File: config.mk
export PLATFORM = sky130hd
export DESIGN_NAME = led_breathing_burst_engine_flat
export DESIGN_NICKNAME = d
export VERILOG_FILES = /design/src/hw/rtl/lbb_pkg.sv /design/src/hw/rtl/lbb_if.sv /design/src/hw/rtl/lbb_div.sv /design/src/hw/rtl/lbb_queue.sv /design/src/hw/rtl/lbb_front.sv /design/src/hw/rtl/lbb_back.sv /design/src/hw/rtl/led_breathing_burst_engine.sv /design/src/flat_wrapper.sv
export SDC_FILE = /design/constraint.sdc
export NUM_CORES = 1
export LEC_CHECK = 0
export BUFFER_PORTS_ARGS = -buffer_cell sky130_fd_sc_hd__buf_2
export CAP_MARGIN = 20
export CORE_MARGIN = 1
export CORE_UTILIZATION = 36
export CTS_CLUSTER_DIAMETER = 80
export DETAILED_ROUTE_END_ITERATION = 10
export PLACE_DENSITY = 0.51
export SYNTH_ARGS = -nofsm -noshare
export SYNTH_HDL_FRONTEND = slang
export SYNTH_HIERARCHICAL = 1
export SYNTH_SLANG_ARGS = --single-unit
File: constraint.sdc
create_clock -name clk -period 6.48 [get_ports clk]
set_clock_uncertainty 0.2 [all_clocks]
set_input_delay 0.324 -clock clk [delete_from_list [all_inputs] [get_ports clk]]
set_output_delay 0.324 -clock clk [all_outputs]
set_load 0.01 [all_outputs]
File: src/hw/rtl/lbb_pkg.sv
// Shared constants, types and helpers for the LED breathing burst engine.
package lbb_pkg;

  localparam int TIME_BITS  = 16;
  localparam int CFG_DATA_W = 16;
  localparam int TIME_W     = (TIME_BITS < CFG_DATA_W) ? TIME_BITS : CFG_DATA_W;
  localparam int COUNT_W    = 8;
  localparam int LEVEL_W    = 8;
  localparam int TICKS_W    = 8;
  localparam int ELAPSED_W  = TIME_W + COUNT_W;
  localparam int TOTAL_W    = ELAPSED_W + 1;
  localparam int CFG_IDX_W  = 3;

  localparam logic [TIME_W-1:0]  MIN_PERIOD   = TIME_W'(2);
  localparam logic [TIME_W-1:0]  RST_PERIOD   = TIME_W'(2000);
  localparam logic [COUNT_W-1:0] RST_COUNT    = COUNT_W'(3);
  localparam logic [TIME_W-1:0]  RST_PAUSE    = TIME_W'(1000);
  localparam logic [LEVEL_W-1:0] RST_LVL_LOW  = LEVEL_W'(0);
  localparam logic [LEVEL_W-1:0] RST_LVL_HIGH = LEVEL_W'(255);

  typedef enum logic [CFG_IDX_W-1:0] {
    REG_PERIOD   = 3'd0,
    REG_COUNT    = 3'd1,
    REG_PAUSE    = 3'd2,
    REG_LVL_LOW  = 3'd3,
    REG_LVL_HIGH = 3'd4
  } lbb_reg_t;

  typedef struct packed {
    logic [TIME_W-1:0]  period;
    logic [COUNT_W-1:0] count;
    logic [TIME_W-1:0]  pause;
    logic [LEVEL_W-1:0] low;
    logic [LEVEL_W-1:0] high;
  } lbb_cfg_t;

  // One classified item handed from front to back
  typedef struct packed {
    logic [ELAPSED_W-1:0] elapsed;
    logic                 breath;
  } lbb_job_t;

  typedef enum logic [1:0] {
    F_IDLE,
    F_SPAN,
    F_UPDATE,
    F_PUSH
  } lbb_front_state_t;

  typedef enum logic [2:0] {
    B_IDLE,
    B_POS,
    B_WAIT_POS,
    B_MUL,
    B_RAMP,
    B_WAIT_RAMP,
    B_OUT
  } lbb_back_state_t;

  // Periods below two count as two
  function automatic logic [TIME_W-1:0] eff_period(input logic [TIME_W-1:0] p);
    return (p < MIN_PERIOD) ? MIN_PERIOD : p;
  endfunction

endpackage

File: src/hw/rtl/lbb_if.sv
// Handshake channel interfaces: tick input, level output, register writes.
interface lbb_in_if;
  logic                         valid;
  logic                         ready;
  logic [lbb_pkg::TICKS_W-1:0]  ticks_passed;
  modport source (output valid, output ticks_passed, input ready);
  modport sink   (input valid, input ticks_passed, output ready);
endinterface

interface lbb_out_if;
  logic                         valid;
  logic                         ready;
  logic [lbb_pkg::LEVEL_W-1:0]  level;
  logic                         breathing;
  modport source (output valid, output level, output breathing, input ready);
  modport sink   (input valid, input level, input breathing, output ready);
endinterface

interface lbb_cfg_if;
  logic                           valid;
  logic                           ready;
  logic [lbb_pkg::CFG_IDX_W-1:0]  index;
  logic [lbb_pkg::CFG_DATA_W-1:0] data;
  modport source (output valid, output index, output data, input ready);
  modport sink   (input valid, input index, input data, output ready);
endinterface

File: src/hw/rtl/lbb_div.sv
// Iterative restoring divider, one quotient bit per cycle.
module lbb_div (
  input  logic                            clk,
  input  logic                            rst,
  input  logic                            start,
  input  logic [lbb_pkg::ELAPSED_W-1:0]   dividend,
  input  logic [lbb_pkg::TIME_W-1:0]      divisor,
  output logic                            done,
  output logic [lbb_pkg::ELAPSED_W-1:0]   quotient,
  output logic [lbb_pkg::TIME_W-1:0]      remainder
);
  import lbb_pkg::*;

  localparam int CNT_W = $clog2(ELAPSED_W);
  localparam logic [CNT_W-1:0] LAST = CNT_W'(ELAPSED_W - 1);

  logic                 busy;
  logic [CNT_W-1:0]     cnt;
  logic [ELAPSED_W-1:0] quo;
  logic [TIME_W-1:0]    rem;
  logic [TIME_W-1:0]    dvs;
  logic [TIME_W:0]      trial;
  logic                 fits;

  assign trial = {rem, quo[ELAPSED_W-1]};
  assign fits  = (trial >= {1'b0, dvs});

  always_ff @(posedge clk) begin
    if (rst) begin
      busy <= 1'b0;
      done <= 1'b0;
      cnt  <= '0;
    end else begin
      done <= 1'b0;
      if (start) begin
        busy <= 1'b1;
        cnt  <= '0;
      end else if (busy) begin
        if (cnt == LAST) begin
          busy <= 1'b0;
          done <= 1'b1;
        end else begin
          cnt <= cnt + 1'b1;
        end
      end
    end
  end

  always_ff @(posedge clk) begin
    if (start) begin
      quo <= dividend;
      rem <= '0;
      dvs <= divisor;
    end else if (busy) begin
      quo <= {quo[ELAPSED_W-2:0], fits};
      rem <= fits ? TIME_W'(trial - {1'b0, dvs}) : trial[TIME_W-1:0];
    end
  end

  assign quotient  = quo;
  assign remainder = rem;

endmodule

File: src/hw/rtl/lbb_queue.sv
// Two-entry job queue between front and back.
module lbb_queue (
  input  logic              clk,
  input  logic              rst,
  input  logic              push,
  input  lbb_pkg::lbb_job_t push_job,
  output logic              full,
  input  logic              pop,
  output lbb_pkg::lbb_job_t head,
  output logic              empty
);
  import lbb_pkg::*;

  lbb_job_t   mem [2];
  logic       wr_ptr;
  logic       rd_ptr;
  logic [1:0] fill;

  assign full  = (fill == 2'd2);
  assign empty = (fill == 2'd0);
  assign head  = mem[rd_ptr];

  always_ff @(posedge clk) begin
    if (rst) begin
      wr_ptr <= 1'b0;
      rd_ptr <= 1'b0;
      fill   <= 2'd0;
    end else begin
      if (push && !full) begin
        wr_ptr <= ~wr_ptr;
      end
      if (pop && !empty) begin
        rd_ptr <= ~rd_ptr;
      end
      case ({push && !full, pop && !empty})
        2'b10:   fill <= fill + 2'd1;
        2'b01:   fill <= fill - 2'd1;
        default: fill <= fill;
      endcase
    end
  end

  always_ff @(posedge clk) begin
    if (push && !full) begin
      mem[wr_ptr] <= push_job;
    end
  end

endmodule

File: src/hw/rtl/lbb_front.sv
// Front end: takes tick transactions, advances the cycle counter, classifies.
module lbb_front (
  input  logic              clk,
  input  logic              rst,
  input  lbb_pkg::lbb_cfg_t cfg_regs,
  lbb_in_if.sink            ticks,
  output logic              push,
  output lbb_pkg::lbb_job_t push_job,
  input  logic              full
);
  import lbb_pkg::*;

  lbb_front_state_t     state;
  lbb_front_state_t     state_next;
  logic [TICKS_W-1:0]   ticks_r;
  logic [ELAPSED_W-1:0] span_r;
  logic [ELAPSED_W-1:0] cycle_elapsed;
  logic [TOTAL_W-1:0]   total;
  logic [TOTAL_W-1:0]   sum;

  assign total = TOTAL_W'(span_r) + TOTAL_W'(cfg_regs.pause);
  assign sum   = TOTAL_W'(cycle_elapsed) + TOTAL_W'(ticks_r);

  always_comb begin
    state_next = state;
    case (state)
      F_IDLE:   if (ticks.valid) state_next = F_SPAN;
      F_SPAN:   state_next = F_UPDATE;
      F_UPDATE: state_next = F_PUSH;
      F_PUSH:   if (!full) state_next = F_IDLE;
      default:  state_next = F_IDLE;
    endcase
  end

  always_comb begin
    ticks.ready      = (state == F_IDLE);
    push             = (state == F_PUSH);
    push_job.elapsed = cycle_elapsed;
    push_job.breath  = (cycle_elapsed < span_r);
  end

  always_ff @(posedge clk) begin
    if (rst) begin
      state         <= F_IDLE;
      cycle_elapsed <= '0;
    end else begin
      state <= state_next;
      if (state == F_UPDATE) begin
        // wrap and drop the overshoot
        cycle_elapsed <= (sum >= total) ? '0 : sum[ELAPSED_W-1:0];
      end
    end
  end

  always_ff @(posedge clk) begin
    if (state == F_IDLE && ticks.valid) begin
      ticks_r <= ticks.ticks_passed;
    end
    if (state == F_SPAN) begin
      span_r <= ELAPSED_W'(cfg_regs.count) * ELAPSED_W'(eff_period(cfg_regs.period));
    end
  end

endmodule

File: src/hw/rtl/lbb_back.sv
// Back end: position in the breath, triangle ramp, output register.
module lbb_back (
  input  logic              clk,
  input  logic              rst,
  input  lbb_pkg::lbb_cfg_t cfg_regs,
  input  lbb_pkg::lbb_job_t head,
  input  logic              empty,
  output logic              pop,
  lbb_out_if.source         result
);
  import lbb_pkg::*;

  lbb_back_state_t      state;
  lbb_back_state_t      state_next;
  lbb_job_t             job_r;
  logic [TIME_W-1:0]    period;
  logic [TIME_W-1:0]    half;
  logic [TIME_W-1:0]    x_r;
  logic [TIME_W-1:0]    span_r;
  logic [LEVEL_W-1:0]   a_r;
  logic [LEVEL_W-1:0]   diff_r;
  logic                 up_r;
  logic [ELAPSED_W-1:0] prod_r;
  logic [LEVEL_W-1:0]   level_r;
  logic                 breath_r;

  logic                 div_start;
  logic [ELAPSED_W-1:0] div_dividend;
  logic [TIME_W-1:0]    div_divisor;
  logic                 div_done;
  logic [ELAPSED_W-1:0] div_quo;
  logic [TIME_W-1:0]    div_rem;
  logic [TIME_W-1:0]    pos;
  logic [LEVEL_W-1:0]   ra;
  logic [LEVEL_W-1:0]   rb;
  logic [LEVEL_W-1:0]   mag;

  assign period = eff_period(cfg_regs.period);
  assign half   = period >> 1;
  assign pos    = div_rem;
  assign mag    = div_quo[LEVEL_W-1:0];

  lbb_div u_div (
    .clk       (clk),
    .rst       (rst),
    .start     (div_start),
    .dividend  (div_dividend),
    .divisor   (div_divisor),
    .done      (div_done),
    .quotient  (div_quo),
    .remainder (div_rem)
  );

  always_comb begin
    state_next = state;
    case (state)
      B_IDLE:      if (!empty) state_next = head.breath ? B_POS : B_OUT;
      B_POS:       state_next = B_WAIT_POS;
      B_WAIT_POS:  if (div_done) state_next = B_MUL;
      B_MUL:       state_next = B_RAMP;
      B_RAMP:      state_next = B_WAIT_RAMP;
      B_WAIT_RAMP: if (div_done) state_next = B_OUT;
      B_OUT:       if (result.ready) state_next = B_IDLE;
      default:     state_next = B_IDLE;
    endcase
  end

  always_comb begin
    pop              = (state == B_IDLE) && !empty;
    div_start        = (state == B_POS) || (state == B_RAMP);
    div_dividend     = (state == B_RAMP) ? prod_r : job_r.elapsed;
    div_divisor      = (state == B_RAMP) ? span_r : period;
    result.valid     = (state == B_OUT);
    result.level     = level_r;
    result.breathing = breath_r;
  end

  // rising half runs low to high, falling half high to low
  always_comb begin
    if (pos <= half) begin
      ra = cfg_regs.low;
      rb = cfg_regs.high;
    end else begin
      ra = cfg_regs.high;
      rb = cfg_regs.low;
    end
  end

  always_ff @(posedge clk) begin
    if (rst) begin
      state <= B_IDLE;
    end else begin
      state <= state_next;
    end
  end

  always_ff @(posedge clk) begin
    case (state)
      B_IDLE: begin
        job_r    <= head;
        level_r  <= cfg_regs.low;
        breath_r <= 1'b0;
      end
      B_WAIT_POS: begin
        if (pos <= half) begin
          x_r    <= pos;
          span_r <= half;
        end else begin
          x_r    <= pos - half;
          span_r <= period - half;
        end
        a_r    <= ra;
        up_r   <= (rb >= ra);
        diff_r <= (rb >= ra) ? rb - ra : ra - rb;
      end
      B_MUL: begin
        prod_r <= ELAPSED_W'(x_r) * ELAPSED_W'(diff_r);
      end
      B_WAIT_RAMP: begin
        level_r  <= up_r ? a_r + mag : a_r - mag;
        breath_r <= 1'b1;
      end
      default: begin
        level_r <= level_r;
      end
    endcase
  end

endmodule

File: src/hw/rtl/led_breathing_burst_engine.sv
// Top level of the LED breathing burst engine: register file and front/back split.
//
// Channels: 'ticks' carries one transaction per time update (milliseconds since
// the last one); 'result' returns exactly one transaction per tick transaction
// with the PWM level and a flag that is set during the breath phase; 'cfg'
// writes the five registers (0 period, 1 count, 2 pause, 3 low level,
// 4 high level). Other indices are ignored. cfg is always ready; write only
// while the block is idle.
// Steps: after the accepting edge the front multiplies, updates the counter and pushes
// into the queue, then the back pops the item. A pause item goes straight to the output
// register; a breath item makes two passes of the bit-serial divider (position in the
// period, then the ramp scaling) plus multiply and set-up states before result.valid.
// Pause items are bound by the front, which takes a new tick transaction only once it
// has pushed the last one.
// The front and a two-entry queue keep taking tick transactions while the back
// works or while its finished result waits on a stalled receiver; once the
// queue fills, ticks.ready drops.
// Reset (synchronous, rst high) loads the register defaults, clears the cycle
// counter, empties the queue and drops result.valid.
module led_breathing_burst_engine (
  input  logic      clk,
  input  logic      rst,
  lbb_in_if.sink    ticks,
  lbb_out_if.source result,
  lbb_cfg_if.sink   cfg
);
  import lbb_pkg::*;

  lbb_cfg_t cfg_regs;
  lbb_job_t push_job;
  lbb_job_t head;
  logic     push;
  logic     full;
  logic     pop;
  logic     empty;

  // register writes never stall
  assign cfg.ready = 1'b1;

  always_ff @(posedge clk) begin
    if (rst) begin
      cfg_regs.period <= RST_PERIOD;
      cfg_regs.count  <= RST_COUNT;
      cfg_regs.pause  <= RST_PAUSE;
      cfg_regs.low    <= RST_LVL_LOW;
      cfg_regs.high   <= RST_LVL_HIGH;
    end else if (cfg.valid) begin
      case (lbb_reg_t'(cfg.index))
        REG_PERIOD:   cfg_regs.period <= TIME_W'(cfg.data);
        REG_COUNT:    cfg_regs.count  <= cfg.data[COUNT_W-1:0];
        REG_PAUSE:    cfg_regs.pause  <= TIME_W'(cfg.data);
        REG_LVL_LOW:  cfg_regs.low    <= cfg.data[LEVEL_W-1:0];
        REG_LVL_HIGH: cfg_regs.high   <= cfg.data[LEVEL_W-1:0];
        default:      cfg_regs        <= cfg_regs;
      endcase
    end
  end

  // front: counter update and breath/pause classification
  lbb_front u_front (
    .clk      (clk),
    .rst      (rst),
    .cfg_regs (cfg_regs),
    .ticks    (ticks),
    .push     (push),
    .push_job (push_job),
    .full     (full)
  );

  // decouples the two halves
  lbb_queue u_queue (
    .clk      (clk),
    .rst      (rst),
    .push     (push),
    .push_job (push_job),
    .full     (full),
    .pop      (pop),
    .head     (head),
    .empty    (empty)
  );

  // back: ramp evaluation and output register
  lbb_back u_back (
    .clk      (clk),
    .rst      (rst),
    .cfg_regs (cfg_regs),
    .head     (head),
    .empty    (empty),
    .pop      (pop),
    .result   (result)
  );

endmodule

File: src/flat_wrapper.sv
// flat-port wrapper written by rule: the top's interface ports become plain ports
module led_breathing_burst_engine_flat import lbb_pkg::*;
  (clk, rst, ticks_valid, ticks_ticks_passed, ticks_ready, result_valid, result_level, result_breathing, result_ready, cfg_valid, cfg_index, cfg_data, cfg_ready);
  lbb_in_if ticks_i ();
  lbb_out_if result_i ();
  lbb_cfg_if cfg_i ();
  input  logic clk;
  input  logic rst;
  input wire logic [$bits(ticks_i.valid)-1:0] ticks_valid;
  input wire logic [$bits(ticks_i.ticks_passed)-1:0] ticks_ticks_passed;
  output wire logic [$bits(ticks_i.ready)-1:0] ticks_ready;
  output wire logic [$bits(result_i.valid)-1:0] result_valid;
  output wire logic [$bits(result_i.level)-1:0] result_level;
  output wire logic [$bits(result_i.breathing)-1:0] result_breathing;
  input wire logic [$bits(result_i.ready)-1:0] result_ready;
  input wire logic [$bits(cfg_i.valid)-1:0] cfg_valid;
  input wire logic [$bits(cfg_i.index)-1:0] cfg_index;
  input wire logic [$bits(cfg_i.data)-1:0] cfg_data;
  output wire logic [$bits(cfg_i.ready)-1:0] cfg_ready;
  assign ticks_i.valid = ticks_valid;
  assign ticks_i.ticks_passed = ticks_ticks_passed;
  assign ticks_ready = ticks_i.ready;
  assign result_valid = result_i.valid;
  assign result_level = result_i.level;
  assign result_breathing = result_i.breathing;
  assign result_i.ready = result_ready;
  assign cfg_i.valid = cfg_valid;
  assign cfg_i.index = cfg_index;
  assign cfg_i.data = cfg_data;
  assign cfg_ready = cfg_i.ready;
  led_breathing_burst_engine u_core (.clk(clk), .rst(rst), .ticks(ticks_i), .result(result_i), .cfg(cfg_i));
endmodule
==> run summary <==
===========================================================================================
Status                                                                         finished clean
Terminating pin of the worst hold path                                         u_core/cfg_regs[35]
Placed cell areas                                                                28740 um^2
Endpoint kind of the worst setup timing path                                      flip-flop
Final critical delay including setup and external delays                           5.991 ns
Net switching power of the design                                                  5.474 mW
Routability congestion estimate                                                      0.8531
Average instance area after synthesis                                            9.892 um^2
TritonCTS Sinks                                                                         341
Relative slew margins                                                                28.38%
Finished Cell Area                                                               30420 um^2
Reg2Reg Setup Slack                                                                 0.49 ns
Global routing usage summed across all routing layers                                19.13%
Arrival time of data at the critical path endpoint                                  6.11 ns
Cell internal power dissipation                                                    7.546 mW
Category of cells accounting for the largest share of critical-path delay       adder cells
Max-cap check violation count                                                             0
Sequential cell fraction of total power                                               27.7%
Crit. path cell count                                                                    19
Area share of the leading cell type in the synthesized netlist                       24.91%
Switching share of total power                                                       42.04%
Total routed wirelength                                                            73790 um
Required time of the worst setup path                                               6.60 ns
Sum of overflow across all layers after global routing                                    0
Syn Std Cell Area                                                                27490 um^2
HPWL after detailed placement                                                      56530 um
Total instance count after detailed placement                                          3722
Terminus of the critical flop-to-flop path                                     u_core/u_front/span_r[16]
CP dominant cell by count                                                      sky130_fd_sc_hd__fa_1
Crit-path slowest cell                                                         sky130_fd_sc_hd__dfxtp_1
Post-synthesis async set-or-reset flop share                                             0%
Remaining DRCs                                                                            0
Wire length per cell after detailed routing                                        19.27 um
Ys Warns                                                                                  6
Hold path start                                                                cfg_index[0]
Origin of the critical flop-to-flop path                                       u_core/cfg_regs[46]
Crit path largest cell delay                                                        0.62 ns
Number of enable flip-flop cells after synthesis                                        228
CP startpoint kind                                                                flip-flop
Post_cts resized                                                                          0
Finished Core Util                                                                   40.59%
Clk Latency, worst-skew pair                                                        0.58 ns
Number of placement rows                                                                100
Pin count of the biggest net entering global routing                                     72
Final net count                                                                        3254
Fraction of layout cells with a size suffix above 1                                  8.989%
Worst Hold Class                                                                     in2reg
Deepest clock path buffer count                                                           3
Synthesis-stage register bit count                                                      341
Cell depth of the worst hold path                                                         3
Transition time of the tightest slew-check pin                                     1.070 ns
Sum of negative setup slack                                                            0 ns
Clock-pin slew of the registers on the worst-case setup and hold paths              0.06 ns
Power per unit of standard cell area                                           428.0 nW/um^2
Number of cells produced by synthesis                                                  2779
Die area                                                                         77470 um^2
Width of the die                                                                   278.3 um
First-pass GRT wire length                                                        115700 um
Number of buffers inserted by port buffering                                             42
Most frequently used flop master after synthesis                               sky130_fd_sc_hd__edfxtp_1
Sum of buffers and inverters on the critical path                                         3
Cells on worst reg2reg path                                                              19
Antenna violations before repair                                                          1
Total Power Consumption                                                            13.02 mW
Highest attainable clock frequency                                                166.9 MHz
Initial cell density of the core                                                     36.68%
CTS tree                                                                               done
Vias/cell                                                                             5.212
Largest cells by area after synthesis                                          sky130_fd_sc_hd__edfxtp_1 (25%), sky130_fd_sc_hd__fa_1 (13%), sky130_fd_sc_hd__ha_1 (10%)
Maximum fanout encountered on the critical timing path                                   14
Combinational cell fraction of total power                                            54.5%
IO Pins                                                                                  44
Via count of the first global-routing pass                                            20380
Core footprint                                                                   74950 um^2
RSZ-0062 raised after global routing                                                     no
Final instance count without filler cells                                              3829
Cts bufs inserted                                                                        42
Cell taking the most area after synthesis                                      sky130_fd_sc_hd__edfxtp_1
Clk network pwr share                                                                 17.8%
Remaining antenna violation count                                                         0
Reported leakage power                                                             13.19 nW
Number of search-and-repair iterations in the first detailed-routing pass                 5
Area delta synth->final                                                              10.67%
Peak ir drop on the vdd network                                                 0.0003067 V
Path type of the worst setup path                                                   reg2reg
Number of H-tree levels                                                                   2
Root buffer cell                                                               sky130_fd_sc_hd__clkbuf_16
Via total after detailed routing                                                      19960
Height of the chip                                                                 278.3 um
Post-Syn Nets                                                                          3208
Cell chain of the critical path                                                nor4_1, nand4_1, nor2b_1, nand2b_1, fa_1, fa_1, inv_1, fa_1, inv_1, fa_1, inv_1, ha_1, a21o_1, a221oi_1, a31o_2, nor2_1, a211o_1, a21oi_1, xnor2_1
Hold Fails Final Rpt                                                                      0
Number of setup violations in the final report                                            0
Yosys cell types                                                                         99
Part of the cycle the worst path needs                                               92.46%
Max-slew violation count                                                                  0
Number of design-rule violations left by the first detailed-router iteration           1237
Share of synthesized area occupied by flip-flops and latches                         33.14%
===========================================================================================
[cell usage after synthesis, drive strengths merged, types with 77 or more instances]
library cell	n
inv	299
edfxtp	228
ha	223
nand2	221
fa	174
and2	164
nor2	150
o21ai	136
a21oi	134
dfxtp	113
nand2b	87
mux2	80
xnor2	77
[cells by family (layout without fill, tap and decap cells)]
kind of cell | after synthesis | count (layout) | share of synthesized area [%]
and+or+nand+nor | 841 | 841 | 15.84
AOI/OAI and AO/OA | 518 | 518 | 12.28
adders and majority gates | 401 | 401 | 22.98
buffers and inverters | 398 | 478 | 5.772
DFF | 341 | 341 | 33.14
muxes | 150 | 150 | 5.872
xor gates and xnor gates | 129 | 129 | 4.110
other | 1 | 2 | 0.01364
[repair_timing]
action,in CTS,in global routing
setup endpoints to repair,0,0
endpoints found under the hold margin,49,0
setup buffers,0,0
hold buffers,26,0
[metrics by stage]
stage,setup slack (ns),hold WS (ns)
global route,0.1522,0.1043
floorplan,1.047,0.1931
detailed placement,0.5031,0.2755
CTS,0.5257,0.06510
finish,0.4885,0.1142
global placement,0.5707,0.2663
[worst max-delay path by stage]
stage | start | endpoint | slack, ns
floorplan | u_core/cfg_regs[54] | u_core/u_front/span_r[20] | 1.05
global placement | u_core/cfg_regs[46] | u_core/u_front/span_r[20] | 0.57
detailed placement | u_core/cfg_regs[46] | u_core/u_front/span_r[16] | 0.50
CTS | u_core/cfg_regs[46] | u_core/u_front/span_r[16] | 0.53
global route | u_core/cfg_regs[46] | u_core/u_front/span_r[16] | 0.15
finish | u_core/cfg_regs[46] | u_core/u_front/span_r[16] | 0.49
[layout make-up]
| class | count | area (um^2) |
|---|---|---|
| well taps | 969 | 1212 |
| diodes | 1 | 2.502 |
| clock inverters | 15 | 173.9 |
| fillers | 7248 | 44520 |
| clock buffers | 63 | 1211 |
| inverters | 299 | 1125 |
| repair buffers | 101 | 755.7 |
| flip-flops and latches | 341 | 9109 |
| multi-input cells | 2040 | 16830 |
[metal layers]
layer | routed length [um] | vias up | GRT usage [%]
met1 | 33800 | 9777 | 25.73
met3 | 2956 | 91 | 2.460
met5 | 0 | - | 0
met2 | 35180 | 401 | 32.12
met4 | 1851 | 0 | 5.440
li1 | - | 9686 | -
[power by group through the flow]
stage	clock network [mW]	logic [mW]	registers, mW
final	2.32	7.10	3.61
after global routing	2.47	7.99	3.66
after floorplan	0	5.41	3.43
after global placement	0	7.00	3.66
after CTS	2.39	7.19	3.62
after detailed placement	0	7.12	3.66
[worst min-delay path, delay by kind of cell]
family	cells	cell delay, ns
and+or+nand+nor	1	0.25
muxes	1	0.11
buffers and inverters	1	0.14
[flip-flops by register name, indices dropped and copies added (netlist names), 2 cells and up, named ones only]
name / count
u_core/u_back/u_div/quotient: 24
u_core/u_back/u_div/remainder: 16
u_core/u_front/span_r: 24
u_core/u_front/ticks_r: 8
u_core/u_back/u_div/cnt: 5
u_core/u_front/cycle_elapsed: 24
u_core/u_back/prod_r: 24
u_core/cfg_regs: 56
u_core/u_back/diff_r: 8
u_core/u_back/u_div/dvs: 16
u_core/u_back/x_r: 16
u_core/u_back/span_r: 16
u_core/u_front/state: 2
u_core/u_back/job_r: 24
u_core/u_queue/mem: 50
u_core/u_queue/fill: 2
u_core/u_back/a_r: 8
u_core/u_back/state: 3
u_core/u_back/result.level: 8
[layout by cell type, fill, tap and decap left out, types with 48 or more instances in the layout]
cell type                  count
sky130_fd_sc_hd__a21o_1       48
sky130_fd_sc_hd__a21oi_1     131
sky130_fd_sc_hd__and2_1      164
sky130_fd_sc_hd__dfxtp_1     113
sky130_fd_sc_hd__edfxtp_1    228
sky130_fd_sc_hd__fa_1        174
sky130_fd_sc_hd__ha_1        223
sky130_fd_sc_hd__inv_1       296
sky130_fd_sc_hd__mux2_2       68
sky130_fd_sc_hd__mux2i_1      69
sky130_fd_sc_hd__nand2_1     217
sky130_fd_sc_hd__nand2b_1     86
sky130_fd_sc_hd__nor2_1      148
sky130_fd_sc_hd__o21ai_0     114
sky130_fd_sc_hd__xnor2_1      77
sky130_fd_sc_hd__xor2_1       52
(Power assumes the default switching activity.)
